**src/design/mmts_pkg.sv**
```systemverilog
// Shared types and constants of the multi-mode timer scheduler.
// Depends on nothing; every other design file imports it.
package mmts_pkg;

  localparam int SLOTS  = 16;
  localparam int SLOT_W = (SLOTS > 1) ? $clog2(SLOTS) : 1;
  localparam int CNT_W  = $clog2(SLOTS + 1);

  localparam int KIND_W = 2;
  localparam int TT_W   = 2;
  localparam int TIME_W = 32;
  localparam int DL_W   = TIME_W + 1;
  localparam int SEL_W  = 4;
  localparam int THR_W  = 16;

  localparam logic [THR_W-1:0] THR_RESET = THR_W'(10);

  typedef logic [SLOT_W-1:0] slot_idx_t;

  typedef enum logic [KIND_W-1:0] {
    KIND_REG  = 2'd0,
    KIND_TICK = 2'd1,
    KIND_COND = 2'd2
  } kind_e;

  typedef enum logic [TT_W-1:0] {
    TT_ONESHOT  = 2'd0,
    TT_PERIODIC = 2'd1,
    TT_UNTIL    = 2'd2,
    TT_WHILE    = 2'd3
  } tt_e;

  typedef struct packed {
    tt_e               kind;
    logic [TIME_W-1:0] end_time;
    logic [TIME_W-1:0] period;
    logic [TIME_W-1:0] last_fire;
  } entry_t;

  typedef struct packed {
    logic             fired;
    logic [SEL_W-1:0] fired_slot;
    logic             removed;
    logic             late;
    logic             accepted;
    logic [SEL_W-1:0] new_slot;
    logic             full_res;
  } res_t;

endpackage

```
**src/design/mmts_if.sv**
```systemverilog
// Valid/ready channel interfaces for the timer scheduler's request and result words.
// Depends on mmts_pkg for field widths.
interface mmts_in_if import mmts_pkg::*; ();
  logic              valid;
  logic              ready;
  logic [KIND_W-1:0] kind;
  logic [TT_W-1:0]   timer_type;
  logic [TIME_W-1:0] time_point;
  logic [TIME_W-1:0] period;
  logic [SEL_W-1:0]  slot_select;
  logic              condition;

  modport source (output valid, kind, timer_type, time_point, period, slot_select, condition,
                  input ready);
  modport sink   (input valid, kind, timer_type, time_point, period, slot_select, condition,
                  output ready);
endinterface

interface mmts_out_if import mmts_pkg::*; ();
  logic             valid;
  logic             ready;
  logic             fired;
  logic [SEL_W-1:0] fired_slot;
  logic             removed;
  logic             late;
  logic             accepted;
  logic [SEL_W-1:0] new_slot;
  logic             full_res;

  modport source (output valid, fired, fired_slot, removed, late, accepted, new_slot, full_res,
                  input ready);
  modport sink   (input valid, fired, fired_slot, removed, late, accepted, new_slot, full_res,
                  output ready);
endinterface

```
**src/design/multi_mode_timer_scheduler.sv**
```systemverilog
// Multi-mode timer scheduler: earliest-deadline timer selection over SLOTS slots.
// Tick word: the slot scan reads one entry per cycle into its deadline and compare stages,
//   then decide and apply act on the earliest timer if due. One word in work at a time.
// Register words pass through the register state; condition and unused-kind words do not.
// A finished result waits in the output register while the next word is taken.
// Reset (async, active low): no slot valid, all condition flags 1, tick counter 0, threshold 10.
module multi_mode_timer_scheduler import mmts_pkg::*; (
  input  logic             clk_i,
  input  logic             rst_ni,
  input  logic             cfg_we_i,
  input  logic [THR_W-1:0] cfg_wdata_i,
  mmts_in_if.sink          req_i,
  mmts_out_if.source       rsp_o
);

  typedef enum logic [2:0] {
    ST_IDLE,
    ST_REG,
    ST_SCAN,
    ST_DECIDE,
    ST_APPLY,
    ST_DONE
  } state_e;

  state_e state_q;

  // Configuration and global time
  logic [THR_W-1:0]  thr_q;
  logic [TIME_W-1:0] now_q;

  // Per-slot flags live in flops: valid bits clear at reset, condition flags set.
  logic [SLOTS-1:0] slot_valid_q;
  logic [SLOTS-1:0] slot_cond_q;

  // Timer descriptors live in a one-port-write, one-port-read memory, undefined until written.
  entry_t slot_mem_q [SLOTS];
  entry_t rd_data_q;

  // Latched request word
  logic [TT_W-1:0]   ttype_q;
  logic [TIME_W-1:0] tp_q;
  logic [TIME_W-1:0] per_q;

  // Scan pipeline: read issue, deadline stage, compare stage
  logic [CNT_W-1:0] scan_cnt_q;
  logic             p1_v_q;
  slot_idx_t        p1_idx_q;
  logic             p2_v_q;
  slot_idx_t        p2_idx_q;
  logic [DL_W-1:0]  p2_dl_q;
  entry_t           p2_ent_q;

  // Best candidate so far
  logic             best_v_q;
  slot_idx_t        best_idx_q;
  logic [DL_W-1:0]  best_dl_q;
  entry_t           best_ent_q;

  // Decision of the handled timer
  logic              due_q;
  logic              end_hit_q;
  logic [TIME_W-1:0] late_amt_q;

  // Result held for the output stage, and the output register itself
  res_t res_q;
  res_t out_q;
  logic out_v_q;

  // Combinational helpers
  logic            mem_re;
  slot_idx_t       mem_raddr;
  logic            mem_we;
  slot_idx_t       mem_waddr;
  entry_t          mem_wdata;
  logic            free_found;
  slot_idx_t       free_idx;
  logic [DL_W-1:0] dl_new;
  logic            ap_fired;
  logic            ap_removed;
  logic            ap_upd;

  assign req_i.ready = (state_q == ST_IDLE);

  assign rsp_o.valid      = out_v_q;
  assign rsp_o.fired      = out_q.fired;
  assign rsp_o.fired_slot = out_q.fired_slot;
  assign rsp_o.removed    = out_q.removed;
  assign rsp_o.late       = out_q.late;
  assign rsp_o.accepted   = out_q.accepted;
  assign rsp_o.new_slot   = out_q.new_slot;
  assign rsp_o.full_res   = out_q.full_res;

  // Lowest free slot for a register word.
  always_comb begin
    free_found = 1'b0;
    free_idx   = '0;
    for (int i = SLOTS - 1; i >= 0; i--) begin
      if (!slot_valid_q[i]) begin
        free_found = 1'b1;
        free_idx   = slot_idx_t'(i);
      end
    end
  end

  // Deadline of the entry just read: end time for one-shot, else last fire plus period, no wrap.
  always_comb begin
    if (rd_data_q.kind == TT_ONESHOT) begin
      dl_new = {1'b0, rd_data_q.end_time};
    end else begin
      dl_new = {1'b0, rd_data_q.last_fire} + {1'b0, rd_data_q.period};
    end
  end

  // Action on the selected due timer.
  always_comb begin
    ap_fired   = 1'b0;
    ap_removed = 1'b0;
    ap_upd     = 1'b0;
    case (best_ent_q.kind)
      TT_ONESHOT: begin
        ap_fired   = 1'b1;
        ap_removed = 1'b1;
      end
      TT_PERIODIC: begin
        ap_fired = 1'b1;
        ap_upd   = 1'b1;
      end
      TT_UNTIL: begin
        // At or past its end time the timer leaves without firing.
        ap_upd     = 1'b1;
        ap_removed = end_hit_q;
        ap_fired   = !end_hit_q;
      end
      default: begin
        ap_fired   = 1'b1;
        ap_upd     = slot_cond_q[best_idx_q];
        ap_removed = !slot_cond_q[best_idx_q];
      end
    endcase
  end

  // Memory port control. Writes only happen in ST_REG and ST_APPLY and reads only in ST_SCAN;
  // one word is in work at a time, so a write always lands before the next scan reads it.
  always_comb begin
    mem_re    = (state_q == ST_SCAN) && (scan_cnt_q < CNT_W'(SLOTS));
    mem_raddr = scan_cnt_q[SLOT_W-1:0];
    mem_we    = 1'b0;
    mem_waddr = free_idx;
    mem_wdata = '{kind: tt_e'(ttype_q), end_time: tp_q, period: per_q, last_fire: now_q};
    if (state_q == ST_REG) begin
      mem_we = free_found;
    end else if (state_q == ST_APPLY) begin
      mem_we              = due_q && ap_upd;
      mem_waddr           = best_idx_q;
      mem_wdata           = best_ent_q;
      mem_wdata.last_fire = now_q;
    end
  end

  always_ff @(posedge clk_i) begin
    if (mem_we) begin
      slot_mem_q[mem_waddr] <= mem_wdata;
    end
    if (mem_re) begin
      rd_data_q <= slot_mem_q[mem_raddr];
    end
  end

  always_ff @(posedge clk_i or negedge rst_ni) begin
    if (!rst_ni) begin
      state_q      <= ST_IDLE;
      thr_q        <= THR_RESET;
      now_q        <= '0;
      slot_valid_q <= '0;
      slot_cond_q  <= '1;
      ttype_q      <= '0;
      tp_q         <= '0;
      per_q        <= '0;
      scan_cnt_q   <= '0;
      p1_v_q       <= 1'b0;
      p1_idx_q     <= '0;
      p2_v_q       <= 1'b0;
      p2_idx_q     <= '0;
      p2_dl_q      <= '0;
      p2_ent_q     <= '0;
      best_v_q     <= 1'b0;
      best_idx_q   <= '0;
      best_dl_q    <= '0;
      best_ent_q   <= '0;
      due_q        <= 1'b0;
      end_hit_q    <= 1'b0;
      late_amt_q   <= '0;
      res_q        <= '0;
      out_q        <= '0;
      out_v_q      <= 1'b0;
    end else begin
      if (cfg_we_i) begin
        thr_q <= cfg_wdata_i;
      end
      // Load a finished result once the output register is free, else drop a taken one.
      if ((state_q == ST_DONE) && (!out_v_q || rsp_o.ready)) begin
        out_q   <= res_q;
        out_v_q <= 1'b1;
      end else if (rsp_o.ready) begin
        out_v_q <= 1'b0;
      end

      unique case (state_q)
        ST_IDLE: begin
          if (req_i.valid) begin
            ttype_q <= req_i.timer_type;
            tp_q    <= req_i.time_point;
            per_q   <= req_i.period;
            res_q   <= '0;
            if (req_i.kind == KIND_TICK) begin
              // Advance time first, then scan against the new time.
              now_q      <= now_q + TIME_W'(1);
              scan_cnt_q <= '0;
              best_v_q   <= 1'b0;
              state_q    <= ST_SCAN;
            end else if (req_i.kind == KIND_REG) begin
              state_q <= ST_REG;
            end else begin
              if ((req_i.kind == KIND_COND) && (32'(req_i.slot_select) < 32'(SLOTS))) begin
                slot_cond_q[slot_idx_t'(req_i.slot_select)] <= req_i.condition;
              end
              state_q <= ST_DONE;
            end
          end
        end

        ST_REG: begin
          if (free_found) begin
            slot_valid_q[free_idx] <= 1'b1;
            slot_cond_q[free_idx]  <= 1'b1;
            res_q.accepted         <= 1'b1;
            res_q.new_slot         <= SEL_W'(free_idx);
          end else begin
            res_q.full_res <= 1'b1;
          end
          state_q <= ST_DONE;
        end

        ST_SCAN: begin
          if (mem_re) begin
            scan_cnt_q <= scan_cnt_q + CNT_W'(1);
          end
          p1_v_q   <= mem_re;
          p1_idx_q <= mem_raddr;
          p2_v_q   <= p1_v_q && slot_valid_q[p1_idx_q];
          p2_idx_q <= p1_idx_q;
          p2_dl_q  <= dl_new;
          p2_ent_q <= rd_data_q;
          // Strict compare in slot order keeps the lowest slot on a tie.
          if (p2_v_q && (!best_v_q || (p2_dl_q < best_dl_q))) begin
            best_v_q   <= 1'b1;
            best_idx_q <= p2_idx_q;
            best_dl_q  <= p2_dl_q;
            best_ent_q <= p2_ent_q;
          end
          if (!mem_re && !p1_v_q && !p2_v_q) begin
            state_q <= ST_DECIDE;
          end
        end

        ST_DECIDE: begin
          due_q      <= best_v_q && (best_dl_q <= {1'b0, now_q});
          late_amt_q <= TIME_W'({1'b0, now_q} - best_dl_q);
          end_hit_q  <= (now_q >= best_ent_q.end_time);
          state_q    <= ST_APPLY;
        end

        ST_APPLY: begin
          if (due_q) begin
            res_q.fired      <= ap_fired;
            res_q.fired_slot <= SEL_W'(best_idx_q);
            res_q.removed    <= ap_removed;
            res_q.late       <= (late_amt_q > TIME_W'(thr_q));
            if (ap_removed) begin
              slot_valid_q[best_idx_q] <= 1'b0;
            end
          end
          state_q <= ST_DONE;
        end

        ST_DONE: begin
          // Hold the result until the output register frees up.
          if (!out_v_q || rsp_o.ready) begin
            state_q <= ST_IDLE;
          end
        end

        default: begin
          state_q <= ST_IDLE;
        end
      endcase
    end
  end

  // A removed timer no longer occupies its slot.
  a_remove_clears: assert property (@(posedge clk_i) disable iff (!rst_ni)
    (state_q == ST_APPLY) && due_q && ap_removed |=> !slot_valid_q[$past(best_idx_q)])
    else $error("removed timer still marked valid");

  // A stored register word occupies the slot it was given.
  a_reg_sets: assert property (@(posedge clk_i) disable iff (!rst_ni)
    (state_q == ST_REG) && free_found |=> slot_valid_q[$past(free_idx)])
    else $error("registered slot not marked valid");

  // Time moves by exactly one on each accepted tick word.
  a_tick_adv: assert property (@(posedge clk_i) disable iff (!rst_ni)
    req_i.valid && req_i.ready && (req_i.kind == KIND_TICK)
      |=> now_q == TIME_W'($past(now_q) + TIME_W'(1)))
    else $error("tick counter did not advance by one");

  // A result word never mixes register outcomes with timer handling.
  a_res_excl: assert property (@(posedge clk_i) disable iff (!rst_ni)
    out_v_q |-> !(out_q.accepted && out_q.full_res) &&
                !((out_q.fired || out_q.removed) && (out_q.accepted || out_q.full_res)))
    else $error("result word mixes register and tick outcomes");

endmodule

```
**src/flat_wrapper.sv**
```systemverilog
// flat-port wrapper written by rule: the top's interface ports become plain ports
module multi_mode_timer_scheduler_flat import mmts_pkg::*;
  (clk_i, rst_ni, cfg_we_i, cfg_wdata_i, req_i_valid, req_i_kind, req_i_timer_type, req_i_time_point, req_i_period, req_i_slot_select, req_i_condition, req_i_ready, rsp_o_valid, rsp_o_fired, rsp_o_fired_slot, rsp_o_removed, rsp_o_late, rsp_o_accepted, rsp_o_new_slot, rsp_o_full_res, rsp_o_ready);
  mmts_in_if req_i_i ();
  mmts_out_if rsp_o_i ();
  input  logic clk_i;
  input  logic rst_ni;
  input  logic cfg_we_i;
  input  logic [THR_W-1:0] cfg_wdata_i;
  input wire logic [$bits(req_i_i.valid)-1:0] req_i_valid;
  input wire logic [$bits(req_i_i.kind)-1:0] req_i_kind;
  input wire logic [$bits(req_i_i.timer_type)-1:0] req_i_timer_type;
  input wire logic [$bits(req_i_i.time_point)-1:0] req_i_time_point;
  input wire logic [$bits(req_i_i.period)-1:0] req_i_period;
  input wire logic [$bits(req_i_i.slot_select)-1:0] req_i_slot_select;
  input wire logic [$bits(req_i_i.condition)-1:0] req_i_condition;
  output wire logic [$bits(req_i_i.ready)-1:0] req_i_ready;
  output wire logic [$bits(rsp_o_i.valid)-1:0] rsp_o_valid;
  output wire logic [$bits(rsp_o_i.fired)-1:0] rsp_o_fired;
  output wire logic [$bits(rsp_o_i.fired_slot)-1:0] rsp_o_fired_slot;
  output wire logic [$bits(rsp_o_i.removed)-1:0] rsp_o_removed;
  output wire logic [$bits(rsp_o_i.late)-1:0] rsp_o_late;
  output wire logic [$bits(rsp_o_i.accepted)-1:0] rsp_o_accepted;
  output wire logic [$bits(rsp_o_i.new_slot)-1:0] rsp_o_new_slot;
  output wire logic [$bits(rsp_o_i.full_res)-1:0] rsp_o_full_res;
  input wire logic [$bits(rsp_o_i.ready)-1:0] rsp_o_ready;
  assign req_i_i.valid = req_i_valid;
  assign req_i_i.kind = req_i_kind;
  assign req_i_i.timer_type = req_i_timer_type;
  assign req_i_i.time_point = req_i_time_point;
  assign req_i_i.period = req_i_period;
  assign req_i_i.slot_select = req_i_slot_select;
  assign req_i_i.condition = req_i_condition;
  assign req_i_ready = req_i_i.ready;
  assign rsp_o_valid = rsp_o_i.valid;
  assign rsp_o_fired = rsp_o_i.fired;
  assign rsp_o_fired_slot = rsp_o_i.fired_slot;
  assign rsp_o_removed = rsp_o_i.removed;
  assign rsp_o_late = rsp_o_i.late;
  assign rsp_o_accepted = rsp_o_i.accepted;
  assign rsp_o_new_slot = rsp_o_i.new_slot;
  assign rsp_o_full_res = rsp_o_i.full_res;
  assign rsp_o_i.ready = rsp_o_ready;
  multi_mode_timer_scheduler u_core (.clk_i(clk_i), .rst_ni(rst_ni), .cfg_we_i(cfg_we_i), .cfg_wdata_i(cfg_wdata_i), .req_i(req_i_i), .rsp_o(rsp_o_i));
endmodule
```
**config.mk**
```make
export PLATFORM = sky130hd
export DESIGN_NAME = multi_mode_timer_scheduler_flat
export DESIGN_NICKNAME = d
export VERILOG_FILES = /design/src/design/mmts_pkg.sv /design/src/design/mmts_if.sv /design/src/design/multi_mode_timer_scheduler.sv /design/src/flat_wrapper.sv
export SDC_FILE = /design/constraint.sdc
export NUM_CORES = 2
export LEC_CHECK = 0
export BUFFER_PORTS_ARGS = -buffer_cell sky130_fd_sc_hd__buf_2
export CAP_MARGIN = 20
export CORE_UTILIZATION = 55
export CTS_CLUSTER_SIZE = 16
export DETAILED_ROUTE_END_ITERATION = 12
export GPL_ROUTABILITY_DRIVEN = 0
export PLACE_DENSITY_LB_ADDON = 0.3
export SLEW_MARGIN = 20
export SYNTH_ARGS = -nofsm -noshare
export SYNTH_HDL_FRONTEND = slang
export SYNTH_SLANG_ARGS = --single-unit
```
**constraint.sdc**
```tcl
create_clock -name clk_i -period 16.1 [get_ports clk_i]
set_input_delay 4.025 -clock clk_i [delete_from_list [all_inputs] [get_ports clk_i]]
set_output_delay 4.025 -clock clk_i [all_outputs]
set_load 0.005 [all_outputs]
```
==> flow_summary.ini <==
[cts]
htree_levels = 4
clkSinkCount = 2094
hold_buffers = 0
post-cts-setup-buffers = 0
cts_buffers = 201
cts_root_buf = clkbuf_16
worstSkewPairLatency_ns = 0.86
clk_pin_slew_worst_paths_ns = 0.06
cts_tree = built
post_cts_resized = 0
cts_max_path_buffers = 3

[final_layout]
layout-drive-gt1-share = 0.228
area_growth_pct = 11.9
utilization = 0.622
multi_input_area_mm2 = 0.0239
fillers = 10600
layout.nets = 5316
seq_area_mm2 = 0.0608
postLayoutCellArea_mm2 = 0.0961

[synthesis]
synth_edf_count = 1666
synth_commonest_cells = edfxtp_1 (1666), nand2_1 (578), mux4_2 (496), dfrtp_1 (410), ha_1 (180)
netlist_area_mm2 = 0.0860
synth_cells = 4858
synthDominantCellAreaShare = 0.582
syn_area_per_cell_um2 = 17.7
yosys.area.top_type = edfxtp_1
synth.area.top_cells = edfxtp_1 (58%), mux4_2 (13%), dfrtp_1 (12%), ha_1 (2.6%), nand2_1 (2.5%)
synth_fp_nets = 5134
ys_types = 77
synth.most_common_cell = edfxtp_1
synth_warnings = 0
ys.flop_type = edfxtp_1
postSynth.asyncResetShare = 0.204
seq_area_frac_synth = 0.707
ys_ff_latch = 2094

[drt]
drc = 0
first_iter_violations = 5450
drt_first_pass_iters = 8
vias = 45600
wl_per_cell_um = 28.8
avgViaCountPerCell = 6.28
ant_nets = 0
wirelength_mm = 210

[critical_path]
cpMostUsedCell = buf_4
reg2reg_depth = 6
required_ns = 16.94
slowest_stage = buf_4
critPathKind = in -> async
rr_startpoint = u_core.scan_cnt_q[1]
reg2reg_to = u_core.rd_data_q[31]
cp.arrival_ns = 7.27
startpoint_type = input pin
crit_buf_inv = 4
critPathCaptureType = async pin
path_max_fanout = 127
worstSetupEndpoint = u_core.per_q[23]
path_cells = buf_8 -> buf_4 -> buf_4 -> buf_4
cp_slowest_stage_delay_ns = 0.83
crit_cells = 4
r2r_slack_ns = 10.47
crit_start = rst_ni
critical-path-top-delay-family = buffers and inverters

[power_and_ir_drop]
p_leak_uw = 0.0349
ir_drop_uv = 133
power.density_mw_per_mm2 = 167

[timing]
tightest_slew_ns = 1.11
finalCritPeriodShare = 0.399
fin_crit_ns = 6.43
final_max_slew_viol_count = 0
worst_slack_ns = 9.67
slew_headroom = 0.257
setup_viol = 0
tns_ns = 0
fmax_mhz = 155
rsz0062_at_grt = no
clock-skew-final_ns = 0.0621
finalHoldViolations = 0

[placement]
port_buffers = 108
hpwl_mm = 118
place_ws_ns = 8.76
placed_area_mm2 = 0.0890

[floorplan]
die_area_mm2 = 0.158
initial_core_util = 0.556
fp.dieW_um = 397
ioPinCount = 109
core_mm2 = 0.155
rows = 144
die-height_um = 397

[grt]
grt_pass1_wl_mm = 307
grt_max_degree = 128
antenna_found_initial = 5
grt_pass1_vias = 46000
track_usage = 0.270
grt_overflow = 0

[worst_hold_path]
hold_path.class = reg -> reg

[run_status]
outcome = finished, final reports clean

[job]
cap_violations = 0
-- cell families after synthesis --
kind of cell	Yosys count	share of synthesized area
XOR/XNOR	75	0.00764
multiplexers	699	0.157
AO/OA/AOI/OAI	495	0.0358
flip-flops	2094	0.707
adder cells (fa/ha/maj)	182	0.0267
AND/OR/NAND/NOR	954	0.0489
buffers and inverters	359	0.0170
-- area by class of cell --
type / instances / area share
multi-input combinational: 2405 / 0.248
tap: 2044 / 0.0266
timing repair buffer: 193 / 0.0131
antenna: 1 / 0.0000260
sequential: 2094 / 0.632
inverter: 145 / 0.00566
clock buffer: 285 / 0.0589
clock inverter: 99 / 0.0153
-- report_power, final --
group / total (µW) / switching (µW) / internal [µW]
clock: 5000 / 2080 / 2930
sequential: 7310 / 341 / 6970
combinational: 3730 / 2120 / 1610
total: 16000 / 4540 / 11500
-- worst reg2reg max path: stages, from the launching register on --
cell and delay (ns):
dfrtp_4 0.84, buf_4 0.78, buf_4 0.90, buf_4 0.99
buf_4 0.85, mux4_2 0.53, mux4_2 0.49
-- cells in the final DEF (no fill, tap or decap), types with 20 or more instances in the layout --
cell	n
edfxtp_1	1666
nand2_1	576
mux4_2	496
dfrtp_1	406
clkbuf_16	204
ha_1	180
inv_1	145
a21oi_1	139
o21ai_0	128
mux2_2	115
nor2_1	115
buf_2	107
buf_4	79
mux2_1	71
a21o_1	64
nand3_1	57
xnor2_1	57
clkbuf_1	55
nand4_1	31
bufinv_16	28
a211oi_1	26
clkinv_2	25
clkbuf_8	25
nor2b_1	24
nor3_1	23
clkinv_1	22
o21a_1	21
nor3_2	20
-- sequential cells by signal, indices dropped and copies added (netlist names), 2 cells and up --
register	cells
u_core.now_q	32
u_core.res_q	13
u_core.state_q	3
u_core.best_idx_q	4
u_core.tp_q	32
u_core.per_q	32
u_core.rsp_o.new_slot	4
u_core.slot_mem_q	1568
u_core.p2_ent_q	66
u_core.slot_valid_q	16
u_core.p2_dl_q	33
u_core.slot_cond_q	16
u_core.best_dl_q	33
u_core.rsp_o.fired_slot	4
u_core.ttype_q	2
u_core.late_amt_q	32
u_core.rd_data_q	98
u_core.best_ent_q	66
u_core.p1_idx_q	4
u_core.p2_idx_q	4
u_core.thr_q	16
u_core.scan_cnt_q	5
-- routing by layer --
metal / global-route usage / share of wire / wire length, µm / vias to the layer above
li1: - / - / - / 19300
met1: 0.379 / 0.40 / 84200 / 23900
met2: 0.420 / 0.47 / 99100 / 2081
met3: 0.0625 / 0.093 / 19500 / 367
met4: 0.0939 / 0.033 / 6840 / 6
met5: 0 / 0.00019 / 39 / -
-- per-stage QoR --
| stage | std cells | hold slack, ns | total power, µW |
|---|---|---|---|
| floorplan | 4858 | 0.432 | 10100 |
| CTS | 7265 | 0.472 | 16100 |
| finish | 7266 | 0.469 | 16000 |
| detailed placement | 6881 | 0.455 | 11200 |
| global placement | 6881 | 0.450 | 11100 |
| global route | 7265 | 0.487 | 16600 |
-- how the worst min path moves through the flow --
stage          cells after the start  slack (ns)                 start                   to
5_1_grt                            2        0.49   u_core.p2_ent_q[83]  u_core.p2_ent_q[83]
3_3_place_gp                       2        0.45   u_core.p2_ent_q[88]  u_core.p2_ent_q[88]
6_report                           2        0.47       u_core.tp_q[24]      u_core.tp_q[24]
2_1_floorplan                      2        0.43  u_core.rd_data_q[74]  u_core.p2_ent_q[74]
4_1_cts                            2        0.47   u_core.p2_ent_q[92]  u_core.p2_ent_q[92]
3_5_place_dp                       2        0.46   u_core.p2_ent_q[81]  u_core.p2_ent_q[81]
Power figures use the tool's default switching activity.
